## config.mk

```make
export PLATFORM = sky130hd
export DESIGN_NAME = kfat_front_flat
export DESIGN_NICKNAME = d
export VERILOG_FILES = /design/src/sv/kfat_pkg.sv /design/src/sv/kfat_if.sv /design/src/sv/kfat_front.sv /design/src/flat_wrapper.sv
export SDC_FILE = /design/constraint.sdc
export NUM_CORES = 1
export LEC_CHECK = 0
export BUFFER_PORTS_ARGS = -buffer_cell sky130_fd_sc_hd__buf_2
export CAP_MARGIN = 15
export CORE_AREA = 3 3 101 103
export CTS_CLUSTER_SIZE = 16
export DETAILED_ROUTE_END_ITERATION = 16
export DIE_AREA = 0 0 104 106
export PLACE_DENSITY = 0.64
export SLEW_MARGIN = 20
export SYNTH_ARGS = -nofsm -noshare
export SYNTH_HDL_FRONTEND = slang
export SYNTH_SLANG_ARGS = --single-unit
```

## constraint.sdc

```tcl
create_clock -name clk_i -period 2.39 [get_ports clk_i]
set_input_delay 0.1195 -clock clk_i [delete_from_list [all_inputs] [get_ports clk_i]]
set_output_delay 0.1195 -clock clk_i [all_outputs]
set_load 0.01 [all_outputs]
```

## src/sv/kfat_pkg.sv

```systemverilog
package kfat_pkg;

  localparam int unsigned MAX_ENTRIES_DEF = 64;
  localparam int unsigned QUEUE_DEPTH     = 2;

  localparam int unsigned REQ_W       = 3;
  localparam int unsigned KEY_W       = 20;
  localparam int unsigned LIMIT_W     = 21;
  localparam int unsigned FORCE_W     = 32;
  localparam int unsigned STATUS_W    = 2;
  localparam int unsigned COUNT_OUT_W = 7;

  localparam logic [REQ_W-1:0] REQ_GET = 3'd0;
  localparam logic [REQ_W-1:0] REQ_ADD = 3'd1;
  localparam logic [REQ_W-1:0] REQ_SET = 3'd2;
  localparam logic [REQ_W-1:0] REQ_REM = 3'd3;
  localparam logic [REQ_W-1:0] REQ_CLR = 3'd4;

  typedef enum logic [STATUS_W-1:0] {
    ST_OK      = 2'd0,
    ST_RANGE   = 2'd1,
    ST_FULL    = 2'd2,
    ST_MISSING = 2'd3
  } status_e;

  // Classified operation handed from front end to back end.
  typedef enum logic [2:0] {
    OP_GET,
    OP_ADD,
    OP_SET,
    OP_REM,
    OP_CLR,
    OP_NOP,
    OP_RANGE
  } op_e;

  typedef struct packed {
    logic signed [FORCE_W-1:0] x;
    logic signed [FORCE_W-1:0] y;
    logic signed [FORCE_W-1:0] z;
  } vec_t;

  typedef struct packed {
    op_e              op;
    logic [KEY_W-1:0] key;
    vec_t             frc;
  } cmd_t;

  localparam logic signed [FORCE_W-1:0] FORCE_MAX = {1'b0, {(FORCE_W-1){1'b1}}};
  localparam logic signed [FORCE_W-1:0] FORCE_MIN = {1'b1, {(FORCE_W-1){1'b0}}};

  function automatic logic signed [FORCE_W-1:0] sat_add(
    input logic signed [FORCE_W-1:0] a,
    input logic signed [FORCE_W-1:0] b
  );
    logic signed [FORCE_W:0] s;
    logic signed [FORCE_W-1:0] r;
    s = {a[FORCE_W-1], a} + {b[FORCE_W-1], b};
    if (s[FORCE_W] != s[FORCE_W-1]) begin
      r = s[FORCE_W] ? FORCE_MIN : FORCE_MAX;
    end else begin
      r = s[FORCE_W-1:0];
    end
    return r;
  endfunction

endpackage

```

## src/sv/kfat_if.sv

```systemverilog
interface kfat_req_if import kfat_pkg::*; ();
  logic                      valid;
  logic                      ready;
  logic [REQ_W-1:0]          req_type;
  logic [KEY_W-1:0]          atom_id;
  logic signed [FORCE_W-1:0] force_x;
  logic signed [FORCE_W-1:0] force_y;
  logic signed [FORCE_W-1:0] force_z;

  modport source (
    output valid, req_type, atom_id, force_x, force_y, force_z,
    input  ready
  );
  modport sink (
    input  valid, req_type, atom_id, force_x, force_y, force_z,
    output ready
  );
endinterface


```

## src/sv/kfat_front.sv

```systemverilog
module kfat_front import kfat_pkg::*; (
  input  logic               clk_i,
  input  logic               rst_ni,
  input  logic               cfg_we_i,
  input  logic [LIMIT_W-1:0] cfg_wdata_i,
  kfat_req_if.sink           req_i,
  output logic               cmd_valid_o,
  output cmd_t               cmd_o,
  input  logic               cmd_ready_i
);

  logic [LIMIT_W-1:0] atom_limit_q;
  logic               in_range;

  always_ff @(posedge clk_i or negedge rst_ni) begin
    if (!rst_ni) begin
      atom_limit_q <= '0;
    end else if (cfg_we_i) begin
      atom_limit_q <= cfg_wdata_i;
    end
  end

  assign in_range    = {1'b0, req_i.atom_id} < atom_limit_q;
  assign req_i.ready = cmd_ready_i;
  assign cmd_valid_o = req_i.valid;

  always_comb begin
    cmd_o.key   = req_i.atom_id;
    cmd_o.frc.x = req_i.force_x;
    cmd_o.frc.y = req_i.force_y;
    cmd_o.frc.z = req_i.force_z;
    unique case (req_i.req_type)
      REQ_GET: cmd_o.op = OP_GET;
      REQ_ADD: cmd_o.op = in_range ? OP_ADD : OP_RANGE;
      REQ_SET: cmd_o.op = in_range ? OP_SET : OP_RANGE;
      REQ_REM: cmd_o.op = OP_REM;
      REQ_CLR: cmd_o.op = OP_CLR;
      default: cmd_o.op = OP_NOP;
    endcase
  end

endmodule

```

## src/flat_wrapper.sv

```systemverilog
// flat-port wrapper written by rule: the top's interface ports become plain ports
module kfat_front_flat import kfat_pkg::*;
  (clk_i, rst_ni, cfg_we_i, cfg_wdata_i, cmd_valid_o, cmd_o, cmd_ready_i, req_i_valid, req_i_req_type, req_i_atom_id, req_i_force_x, req_i_force_y, req_i_force_z, req_i_ready);
  kfat_req_if req_i_i ();
  input  logic clk_i;
  input  logic rst_ni;
  input  logic cfg_we_i;
  input  logic [LIMIT_W-1:0] cfg_wdata_i;
  output logic cmd_valid_o;
  output cmd_t cmd_o;
  input  logic cmd_ready_i;
  input wire logic [$bits(req_i_i.valid)-1:0] req_i_valid;
  input wire logic [$bits(req_i_i.req_type)-1:0] req_i_req_type;
  input wire logic [$bits(req_i_i.atom_id)-1:0] req_i_atom_id;
  input wire logic [$bits(req_i_i.force_x)-1:0] req_i_force_x;
  input wire logic [$bits(req_i_i.force_y)-1:0] req_i_force_y;
  input wire logic [$bits(req_i_i.force_z)-1:0] req_i_force_z;
  output wire logic [$bits(req_i_i.ready)-1:0] req_i_ready;
  assign req_i_i.valid = req_i_valid;
  assign req_i_i.req_type = req_i_req_type;
  assign req_i_i.atom_id = req_i_atom_id;
  assign req_i_i.force_x = req_i_force_x;
  assign req_i_i.force_y = req_i_force_y;
  assign req_i_i.force_z = req_i_force_z;
  assign req_i_ready = req_i_i.ready;
  kfat_front u_core (.clk_i(clk_i), .rst_ni(rst_ni), .cfg_we_i(cfg_we_i), .cfg_wdata_i(cfg_wdata_i), .req_i(req_i_i), .cmd_valid_o(cmd_valid_o), .cmd_o(cmd_o), .cmd_ready_i(cmd_ready_i));
endmodule
```

==> results by group <==
Timing
  • Worst Max-Slew Pin Slew: ~640 ps
  • Relative slew slack: 0.574
  • Final setup viols: 0
  • Post-Route Skew: 0 ps
  • Part of the cycle the worst path needs: 0.948
  • Final Hold Vio Count: 0
  • Pins Over Slew Limit: 0
  • Post-layout min period: 2270 ps
  • Total negative setup slack: 0 ps
  • Unrepaired setup endpoints after global routing: no
  • Fmax: approximately 440 MHz

Routing
  • Post-detailed-route DRC marker count: 0
  • Routed len/inst: 13.9 um
  • Pre-Repair DR Iteration Count: 4
  • Final WL: 4.72 mm
  • Initial DRC Count: 54
  • Vias/cell: 3.88
  • Post-route ant nets: 0
  • Vias: roughly 1300

Worst setup path
  • Worst Path Required: approximately 2300 ps
  • Crit. End Element: primary output
  • Setup crit start kind: register
  • Worst Path Max Fanout: 3
  • R2r setup slk: ~1600 ps
  • WP data arrival: around 2200 ps
  • Critical path class: reg2out

Run
  • Max capacitance violation total: 0

Finish
  • Design area: 0.00186 mm2
  • Largest register by flop count: u_core.atom_limit_q
  • Share of layout cells above drive strength 1: 0.381
  • Max reg flops: 21
  • Core Util, Final: 0.200
  • Total Nets Final: 375
  • Commonest non-fill, non-tap cells in the layout: 69 x buf_2, 24 x o21ai_0, 23 x nand2_1
  • Top Registers: u_core.atom_limit_q: 21 flops
  • Most common cell after layout, fill and taps aside: buf_2
  • Area grow syn2layout: -14.2%

Floorplan
  • Ports: 266
  • Die area: 0.0110 mm2
  • Core area: 0.00928 mm2
  • Die height: between 100 and 150 um
  • Die Wd: around 100 um
  • Initial core utilization: 0.233
  • # rows: 35

Synthesis
  • Sequential area share after synthesis: 0.243
  • Synth Cell Area: approximately 0.0022 mm2
  • Synth cell types: 25
  • Seq cells post-synth: 21
  • Syn Nets: about 420
  • Post-Syn Instances: approximately 260
  • Synth Area per Inst: approximately 8.4 um2
  • Synth Warn #: 0

Global routing
  • Vias in the first global route: ~1300
  • First-pass GRT wire length: between 7 and 8 mm
  • Largest net degree at the start of global routing: 42
  • Gr ovfl total: 0
  • Tot GR Track Use: 0.0818
  • Initial antenna violation count: 1

CTS
  • Clk sink count: 21
  • H-tree Lvls: 1
  • Cts bufs inserted: 3
  • Worst-path clk slew: ~100 ps
  • Clock Latency Late Sink: ~270 ps
  • Clock Path Buffers: 2
  • TritonCTS clock tree: yes
  • Root Driver: clkbuf_8
  • Setup repair bufs after CTS: 0

Place
  • Gp weighted congestion: slightly below 0.7
  • Dpl cell area: around 0.0018 mm2
  • Buffers added on ports: approximately 70
  • Post-DP HPWL: 3.86 mm

Outcome
  • Outcome: finished, final reports clean

Pwr
  • Switching share of power: 0.315
  • Flop pwr share: 0.438
  • Pwr dens: approximately 490 mW/mm2
  • Overall Power: 902 uW
  • P_leak: 0.960 nW
  • Clock power share: 0.286
  • Combinational share of power: 0.276
  • Switching power: 284 uW
  • Int Pwr: ~620 uW
  • Maximum vdd drop: 0.000124 V

Worst hold path
  • Worst min path class: in2reg
[cell type report]
cell class / count / area, um2
Sequential cell: 21 / 526
Fill cell: 1077 / 7430
Tap cell: 129 / 161
Clock buffer: 3 / 41.3
Antenna cell: 1 / 2.50
Inverter: 22 / 82.6
Timing Repair Buffer: 70 / 355
Multi-Input combinational cell: 93 / 681
Clock inverter: 1 / 7.51
[layer usage]
layer,global-route usage,share of wire,vias up
met3,0.0431,0.12,46
li1,-,-,617
met2,0.119,0.42,71
met5,0,0.0042,-
met4,0.0674,0.066,2
met1,0.0875,0.39,582
[Yosys cell counts]
cell type | instances | area [um2]
buf_4 | 118 | 886
o2111ai_1 | 1 | 8.76
o221ai_2 | 1 | 15.0
inv_1 | 22 | 82.6
nand4_1 | 1 | 6.26
dfrtp_1 | 21 | 526
xor2_1 | 1 | 8.76
and2_1 | 1 | 6.26
a21o_2 | 1 | 8.76
clkbuf_1 | 4 | 15.0
ha_1 | 19 | 238
a21oi_1 | 8 | 40.0
nor2b_1 | 1 | 6.26
nor4_1 | 1 | 6.26
or4_4 | 1 | 11.3
a221oi_1 | 1 | 8.76
nand4b_4 | 1 | 23.8
a21o_1 | 2 | 15.0
o21ai_0 | 24 | 120
mux2_2 | 1 | 11.3
nand2_1 | 23 | 86.3
nor2_1 | 2 | 7.51
a221o_1 | 1 | 10.0
o22a_1 | 1 | 8.76
a22o_1 | 1 | 8.76
[worst paths after layout]
kind / start / endpoint / cells after the start
min in group asynchronous: rst_ni / u_core.atom_limit_q[0] / 2
max in group asynchronous: rst_ni / u_core.atom_limit_q[9] / 2
setup reg to reg: u_core.atom_limit_q[20] / u_core.atom_limit_q[20] / 1
setup / recovery: u_core.atom_limit_q[17] / cmd_o[117] / 8
hold reg to reg: u_core.atom_limit_q[11] / u_core.atom_limit_q[11] / 2
hold / removal: cfg_wdata_i[7] / u_core.atom_limit_q[7] / 3
[power by group through the flow]
stage | logic [mW] | clock network, mW | registers, mW
floorplan | 0.330 | 0 | 0.400
global placement | 0.241 | 0 | 0.402
detailed placement | 0.247 | 0 | 0.403
CTS | 0.250 | 0.271 | 0.396
global route | 0.291 | 0.284 | 0.399
finish | 0.249 | 0.258 | 0.395
[critical path: stages (launching register included)]
cell and delay [ps]:
dfrtp_1 330, inv_1 50, ha_1 310, nand4b_4 120, or4_4 510, o22a_1 200, o221ai_2 90, a22o_1 160
buf_2 120
[repair_timing]
item,CTS,global route
endpoints found under the setup margin,0,3
hold buffers,1,0
hold endpoints to repair,21,0
resized for setup,0,2
[per-stage QoR]
step / std cells / hold slack (ps) / setup WS (ps)
after floorplan: 258 / -176 / 545
after global placement: 334 / 120 / 411
after detailed placement: 334 / 137 / 358
after CTS: 339 / 41.8 / 51.9
after global routing: 339 / 53.5 / 2.14
final: 340 / 49.7 / 124
[logic make-up after synthesis]
kind of cell    share of synthesized area
compound gates                      0.113
mux                               0.00520
flops                               0.243
buf+inv                             0.454
fa+ha+maj                           0.110
xor+xnor                          0.00405
simple gates                       0.0711
(Power assumes the default switching activity.)
