===== src/sv/kfat_pkg.sv =====
package kfat_pkg;

  localparam int unsigned MAX_ENTRIES_DEF = 64;
  localparam int unsigned QUEUE_DEPTH     = 2;

  localparam int unsigned REQ_W       = 3;
  localparam int unsigned KEY_W       = 20;
  localparam int unsigned LIMIT_W     = 21;
  localparam int unsigned FORCE_W     = 32;
  localparam int unsigned STATUS_W    = 2;
  localparam int unsigned COUNT_OUT_W = 7;

  localparam logic [REQ_W-1:0] REQ_GET = 3'd0;
  localparam logic [REQ_W-1:0] REQ_ADD = 3'd1;
  localparam logic [REQ_W-1:0] REQ_SET = 3'd2;
  localparam logic [REQ_W-1:0] REQ_REM = 3'd3;
  localparam logic [REQ_W-1:0] REQ_CLR = 3'd4;

  typedef enum logic [STATUS_W-1:0] {
    ST_OK      = 2'd0,
    ST_RANGE   = 2'd1,
    ST_FULL    = 2'd2,
    ST_MISSING = 2'd3
  } status_e;

  // Classified operation handed from front end to back end.
  typedef enum logic [2:0] {
    OP_GET,
    OP_ADD,
    OP_SET,
    OP_REM,
    OP_CLR,
    OP_NOP,
    OP_RANGE
  } op_e;

  typedef struct packed {
    logic signed [FORCE_W-1:0] x;
    logic signed [FORCE_W-1:0] y;
    logic signed [FORCE_W-1:0] z;
  } vec_t;

  typedef struct packed {
    op_e              op;
    logic [KEY_W-1:0] key;
    vec_t             frc;
  } cmd_t;

  localparam logic signed [FORCE_W-1:0] FORCE_MAX = {1'b0, {(FORCE_W-1){1'b1}}};
  localparam logic signed [FORCE_W-1:0] FORCE_MIN = {1'b1, {(FORCE_W-1){1'b0}}};

  function automatic logic signed [FORCE_W-1:0] sat_add(
    input logic signed [FORCE_W-1:0] a,
    input logic signed [FORCE_W-1:0] b
  );
    logic signed [FORCE_W:0] s;
    logic signed [FORCE_W-1:0] r;
    s = {a[FORCE_W-1], a} + {b[FORCE_W-1], b};
    if (s[FORCE_W] != s[FORCE_W-1]) begin
      r = s[FORCE_W] ? FORCE_MIN : FORCE_MAX;
    end else begin
      r = s[FORCE_W-1:0];
    end
    return r;
  endfunction

endpackage


===== src/sv/kfat_queue.sv =====
module kfat_queue import kfat_pkg::*; (
  input  logic clk_i,
  input  logic rst_ni,
  input  logic push_valid_i,
  input  cmd_t push_data_i,
  output logic push_ready_o,
  output logic pop_valid_o,
  output cmd_t pop_data_o,
  input  logic pop_i
);

  localparam int unsigned PtrW  = $clog2(QUEUE_DEPTH);
  localparam int unsigned FillW = $clog2(QUEUE_DEPTH + 1);
  localparam logic [PtrW-1:0]  PtrLast  = PtrW'(QUEUE_DEPTH - 1);
  localparam logic [FillW-1:0] FillFull = FillW'(QUEUE_DEPTH);

  cmd_t             slots_q [QUEUE_DEPTH];
  logic [PtrW-1:0]  wr_ptr_q, wr_ptr_d;
  logic [PtrW-1:0]  rd_ptr_q, rd_ptr_d;
  logic [FillW-1:0] fill_q, fill_d;
  logic             push, pop;

  assign push_ready_o = fill_q != FillFull;
  assign pop_valid_o  = fill_q != '0;
  assign pop_data_o   = slots_q[rd_ptr_q];
  assign push         = push_valid_i && push_ready_o;
  assign pop          = pop_i && pop_valid_o;

  always_comb begin
    wr_ptr_d = wr_ptr_q;
    rd_ptr_d = rd_ptr_q;
    if (push) begin
      wr_ptr_d = (wr_ptr_q == PtrLast) ? '0 : wr_ptr_q + PtrW'(1);
    end
    if (pop) begin
      rd_ptr_d = (rd_ptr_q == PtrLast) ? '0 : rd_ptr_q + PtrW'(1);
    end
    unique case ({push, pop})
      2'b10:   fill_d = fill_q + FillW'(1);
      2'b01:   fill_d = fill_q - FillW'(1);
      default: fill_d = fill_q;
    endcase
  end

  always_ff @(posedge clk_i or negedge rst_ni) begin
    if (!rst_ni) begin
      wr_ptr_q <= '0;
      rd_ptr_q <= '0;
      fill_q   <= '0;
    end else begin
      wr_ptr_q <= wr_ptr_d;
      rd_ptr_q <= rd_ptr_d;
      fill_q   <= fill_d;
    end
  end

  always_ff @(posedge clk_i) begin
    if (push) begin
      slots_q[wr_ptr_q] <= push_data_i;
    end
  end

endmodule


===== config.mk =====
export PLATFORM = sky130hd
export DESIGN_NAME = kfat_queue
export DESIGN_NICKNAME = d
export VERILOG_FILES = /design/src/sv/kfat_pkg.sv /design/src/sv/kfat_queue.sv
export SDC_FILE = /design/constraint.sdc
export NUM_CORES = 1
export LEC_CHECK = 0
export ABC_AREA = 1
export BUFFER_PORTS_ARGS = -buffer_cell sky130_fd_sc_hd__buf_2
export CORE_MARGIN = 8
export CORE_UTILIZATION = 52
export CTS_CLUSTER_SIZE = 30
export DETAILED_ROUTE_END_ITERATION = 10
export PLACE_DENSITY = 0.85
export REMOVE_ABC_BUFFERS = 1
export SLEW_MARGIN = 20
export SYNTH_ARGS = -nofsm -noshare
export SYNTH_HDL_FRONTEND = slang
export SYNTH_SLANG_ARGS = --single-unit

===== constraint.sdc =====
create_clock -name clk_i -period 8 [get_ports clk_i]
set_input_delay 0.8 -clock clk_i [delete_from_list [all_inputs] [get_ports clk_i]]
set_output_delay 0.8 -clock clk_i [all_outputs]
set_load 0.005 [all_outputs]

==> results of run 1 <==
## worst paths after layout
path / startpoint / end / slack, ps
min in group clk_i: push_data_i[7] / slots_q[1][7]$_DFFE_PP_ / 490
worst min register to register: fill_q[1]$_DFFE_PN0P_ / fill_q[1]$_DFFE_PN0P_ / 510
max in group asynchronous: rst_ni / rd_ptr_q$_DFFE_PN0P_ / 7740
worst min-delay path: rst_ni / wr_ptr_q$_DFFE_PN0P_ / 110
worst max register to register: fill_q[0]$_DFFE_PN0P_ / slots_q[1][59]$_DFFE_PP_ / 5290
worst max-delay path: rd_ptr_q$_DFFE_PN0P_ / pop_data_o[39] / 4400
## flip-flops by register name (all words and copies together), names as in the netlist
register	flops
slots_q	238
fill_q	2
wr_ptr_q	1
rd_ptr_q	1
## cell type report
cell class	instances	area, sq um
clock inverter	10	101
sequential	242	7250
timing repair buffer	249	1260
multi-input combinational	376	1450
antenna	4	10.0
clock buffer	34	669
fill	1149	5600
inverter	7	28.8
tap	220	275
## kinds of logic (layout without fill, tap and decap cells)
kind of cell,Yosys count,after routing
AOI/OAI and AO/OA,1,1
xor gates and xnor gates,1,1
adders and majority gates,1,1
buffers and inverters,33,300
DFF,242,242
other,0,4
and+or+nand+nor,373,373
## through the flow
stage,setup slack [ps],hold slack (ps),std cells,utilization [%]
6_report,4400,109,1142,66.4
4_1_cts,4330,88.7,1138,66.3
5_1_grt,4200,93.9,1141,66.3
2_1_floorplan,1540,462,625,-
3_3_place_gp,4900,478,1094,61.7
3_5_place_dp,4870,492,1094,61.7
## report_power, final
part	internal (uW)	total, uW	switching, uW
clock	647	1080	434
sequential	1730	1850	113
combinational	388	1100	716
total	2770	4030	1260
## routing by layer
layer  global-route usage, %  wire length [microns]
met5                       0                     23
met4                    7.42                    643
met3                    5.35                   1520
met2                    29.9                   9870
met1                    19.0                   7380
## synth_stat cells, drive strengths merged
library cell,count
xnor2,1
clkbuf,1
ha,1
inv,7
nor2,3
buf,25
dfrtp,4
edfxtp,238
nand2,367
nand3,2
a21oi,1
nand4,1
## cells in the final DEF, fill, tap and decap left out, drive strengths merged
cell type,count
buf,249
bufinv,2
nand4,1
ha,1
a21oi,1
diode,4
inv,7
dfrtp,4
nand3,2
clkinv,6
nand2,367
nor2,3
xnor2,1
clkbuf,34
clkinvlp,2
edfxtp,238
## worst max-delay path, stage by stage (launching register included)
cell and delay [ps]:
dfrtp_4 720, inv_4 520, buf_4 640, nand2_1 150
nand2_1 130, buf_2 130
==> flow_metrics.py, run 1 <==
metrics = {
    "routing": {
        "drt.antenna.violating_nets": 0,
        "routedWlPerCell_microns": 17.0,
        "postRouteWirelength_microns": 19400,
        "drtIter0Drc": 368,
        "drt-vias-per-instance": 4.95,
        "dr.pass1.iters": 4,
        "drc": 0,
        "vias": 5648,
    },
    "logic_synthesis": {
        "synth_mux_area_share_pct": 0,
        "syn-cell-area_sq_um": 8860,
        "ys_top_cells_by_area": "edfxtp_1, nand2_1, dfrtp_1, buf_2, buf_4",
        "yosysUniqueCellTypes": 14,
        "yosysSeqAreaShare_pct": 81.8,
        "synth_top_family_by_area": "simple AND/OR/NAND/NOR gates",
        "synthSimpleGateAreaFrac_pct": 15.9,
        "synth_compound_area_share_pct": 0.0565,
        "synth_top_area_cell": "edfxtp_1",
        "yosysWarnings": 0,
        "avgSynthCellArea_sq_um": 13.6,
        "synth_top_area_share_pct": 80.7,
        "synth-xor-area-share_pct": 0.0989,
        "syn_inst": 651,
        "synth_fa_ha_area_share_pct": 0.141,
        "synth-seq-cells": 242,
    },
    "pwr": {
        "p_per_area_nw_per_um2": 365,
        "p_leak_uw": 0.00477,
        "ir_worst_vdd_v": 0.000289,
        "power_uw": 4030,
    },
    "sta": {
        "skew_ps": 7.16,
        "final.min_clock_period_ps": 3600,
        "tns_ps": 0,
        "timing.final.crit_share_pct": 45.0,
        "maxSlewHeadroom_pct": 42.9,
        "setup_viol": 0,
        "clock.fmax_mhz": 277,
        "maxSlewViolCount": 0,
        "hold_viol": 0,
        "tightest_slew_ps": 856,
        "rsz0062_at_grt": "false",
    },
    "critical_path": {
        "arrival_ps": 2800,
        "critical_path_required_ps": 7200,
        "start_kind": "flip-flop",
        "rr_worst_depth": 6,
        "crit_type": "reg -> out",
        "critPathCaptureType": "output pin",
        "crit_fanout": 67,
    },
    "min_path": {
        "hold_path_class": "in -> async",
    },
    "final_layout": {
        "drive_above_1_share_pct": 31.2,
        "syn_to_final_growth_pct": 24.7,
        "finalNetCount": 1024,
        "fin_area_sq_um": 11000,
    },
    "clock_network": {
        "cts_tree": "done",
        "postCtsHoldBufs": 0,
        "cts_buffers": 24,
        "clk_pin_slew_ps": 60,
        "clock_latency_ps": 500,
        "post_cts_buffers": 0,
        "clock-sinks": 242,
        "cts_root_buf": "clkbuf_16",
        "ctsResizeCount": 0,
        "clock_path_buffers": 3,
        "cts.htree.levels": 1,
    },
    "outcome": {
        "outcome": "complete, no violations",
    },
    "floorplanning": {
        "coreArea_sq_um": 16600,
        "boundaryPins": 244,
        "start_util_pct": 53.2,
        "die_width_microns": 147,
        "fp-row-count": 47,
        "die_h_microns": 147,
        "die-area_sq_um": 21500,
    },
    "global_routing": {
        "grt_use_total_pct": 17.1,
        "antenna_found_initial": 5,
        "grt_pass1_wl_microns": 29400,
        "first_global_vias": 5772,
        "grt_start_max_net_pins": 68,
        "grt-ovfl-total": 0,
    },
    "placed_design": {
        "gp_congestion": 0.754,
        "placed_area_sq_um": 10300,
        "dp_hpwl_microns": 12800,
        "port_buffers": 243,
    },
    "job": {
        "cap_viol_max_count": 0,
    },
}
Note: power is estimated with default switching activity, not from simulation.
==> run 2, diff against run 1 <==
==> constraint.sdc (replaced) <==
create_clock -name clk_i -period 3.4 [get_ports clk_i]
set_input_delay 0.34 -clock clk_i [delete_from_list [all_inputs] [get_ports clk_i]]
set_output_delay 0.34 -clock clk_i [all_outputs]
set_load 0.005 [all_outputs]
==> flow_metrics.py, run 2 (synthesis results as in run 1) <==
metrics = {
    "sta": {
        "clock.fmax_mhz": 358,
        "timing.final.crit_share_pct": 82.2,
        "setup_viol": 0,
        "hold_viol": 0,
        "maxSlewHeadroom_pct": 43.2,
        "tightest_slew_ps": 852,
        "tns_ps": 0,
        "maxSlewViolCount": 0,
        "skew_ps": 10.6,
        "rsz0062_at_grt": "false",
        "final.min_clock_period_ps": 2790,
    },
    "clock_network": {
        "clock_path_buffers": 3,
        "clock-sinks": 242,
        "cts_buffers": 24,
        "cts_tree": "done",
        "clock_latency_ps": 500,
        "cts_root_buf": "clkbuf_16",
        "clk_pin_slew_ps": 60,
        "cts.htree.levels": 1,
        "post_cts_buffers": 0,
    },
    "critical_path": {
        "critPathMostFrequentCell": "nand2_1",
        "start_kind": "flip-flop",
        "arrival_ps": 2450,
        "critPathCaptureType": "output pin",
        "cp_slowest_cell": "dfrtp_4",
        "crit_fanout": 79,
        "critical_path_required_ps": 3060,
        "crit_type": "reg -> out",
        "cpPeakStageDelay_ps": 720,
        "path_cells": "inv_4 -> buf_12 -> nand2_1 -> nand2_1 -> buf_2",
        "rr_worst_depth": 5,
    },
    "routing": {
        "drt.antenna.violating_nets": 0,
        "drt-vias-per-instance": 4.92,
        "routedWlPerCell_microns": 16.9,
        "vias": 5604,
        "drc": 0,
        "postRouteWirelength_microns": 19300,
        "dr.pass1.iters": 6,
        "drtIter0Drc": 287,
    },
    "pwr": {
        "ir_worst_vdd_v": 0.000674,
        "p_per_area_nw_per_um2": 854,
        "power_uw": 9410,
        "p_leak_uw": 0.00477,
    },
    "final_layout": {
        "finalNetCount": 1025,
        "layout_commonest_cell": "nand2_1",
        "syn_to_final_growth_pct": 24.4,
        "layout_common_cells": "nand2_1, buf_2, edfxtp_1, clkbuf_16, clkbuf_1",
        "top_register": "slots_q",
        "fin_area_sq_um": 11000,
        "reg.largest.list": "slots_q x238, fill_q x2",
        "drive_above_1_share_pct": 30.9,
        "largest_reg_flops": 238,
        "fillers": 1176,
    },
    "placed_design": {
        "gp_congestion": 0.757,
        "dp_hpwl_microns": 12800,
        "port_buffers": 243,
        "placed_area_sq_um": 10300,
    },
    "floorplanning": {
        "die_h_microns": 147,
        "die-area_sq_um": 21500,
        "start_util_pct": 53.2,
        "fp-row-count": 47,
        "coreArea_sq_um": 16600,
        "boundaryPins": 244,
        "die_width_microns": 147,
    },
    "min_path": {
        "hold_path_class": "in -> reg",
        "hold_path_depth": 1,
    },
    "global_routing": {
        "antenna_found_initial": 4,
        "grt_start_max_net_pins": 80,
        "grt_pass1_wl_microns": 30000,
        "grt-ovfl-total": 0,
        "first_global_vias": 5732,
        "grt_use_total_pct": 17.4,
    },
    "outcome": {
        "outcome": "complete, no violations",
    },
    "job": {
        "cap_viol_max_count": 0,
    },
}
==> run 2: changes by cell type in the layout (fill, tap and decap cells not counted), sizes merged <==
cell         delta
clkinvlp        -1
diode           -3
bufinv          -1
inv             +1
dlygate4sd3     +1
==> run 2: power breakdown <==
| part | internal [uW] | total [uW] | switching [uW] | leakage [uW] |
|---|---|---|---|---|
| logic | 928 | 2600 | 1670 | 0.00215 |
| clock network | 1430 | 2470 | 1040 | 0.000354 |
| registers | 4080 | 4340 | 261 | 0.00226 |
==> run 2: routing by layer <==
| layer | wire (microns) | vias up | GRT usage [%] | share of wire (%) |
|---|---|---|---|---|
| li1 | - | 2694 | - | - |
| met1 | 6950 | 2665 | 18.9 | 36 |
| met2 | 10200 | 207 | 31.1 | 53 |
| met3 | 1800 | 32 | 6.61 | 9.3 |
| met4 | 349 | 6 | 4.95 | 1.8 |
| met5 | 33 | - | 0 | 0.17 |
==> run 2: path summary, 6_finish.rpt <==
path	from	end	slack [ps]
worst max-delay path	rd_ptr_q$_DFFE_PN0P_	pop_data_o[26]	610
worst min-delay path	push_data_i[4]	slots_q[0][4]$_DFFE_PP_	20
worst max register to register	fill_q[0]$_DFFE_PN0P_	slots_q[0][27]$_DFFE_PP_	1460
worst min register to register	fill_q[1]$_DFFE_PN0P_	fill_q[1]$_DFFE_PN0P_	510
max in group asynchronous	rst_ni	rd_ptr_q$_DFFE_PN0P_	3070
min in group asynchronous	rst_ni	fill_q[1]$_DFFE_PN0P_	190
==> run 2: final cells by class <==
class                           count  area, sq um  area share (%)
Inverter                            7         28.8           0.261
Multi-Input combinational cell    376         1450            13.1
Clock inverter                      9         72.6           0.659
Antenna cell                        1         2.50          0.0227
Clock buffer                       34          659            5.98
Tap cell                          220          275            2.50
Sequential cell                   242         7250            65.8
Timing Repair Buffer              250         1280            11.6
==> run 2: critical path: cells and delay by family (launching register included) <==
| family | cells | cell delay [ps] |
|---|---|---|
| buffers and inverters | 3 | 920 |
| AND/OR/NAND/NOR | 2 | 230 |
| flip-flops | 1 | 720 |
==> run 2: repair_timing <==
item / CTS / global route
resized for setup: 0 / 0
hold buffers: 1 / 0
endpoints found under the hold margin: 4 / 0
==> run 2: stage by stage <==
step	std cells	hold slack [ps]	utilization, %	setup WS, ps
2_1_floorplan	625	44.4	-	-2800
3_3_place_gp	1094	154	61.7	1110
3_5_place_dp	1094	155	61.7	1110
4_1_cts	1138	0.402	66.2	560
5_1_grt	1139	2.96	66.2	384
6_report	1139	24.3	66.2	605
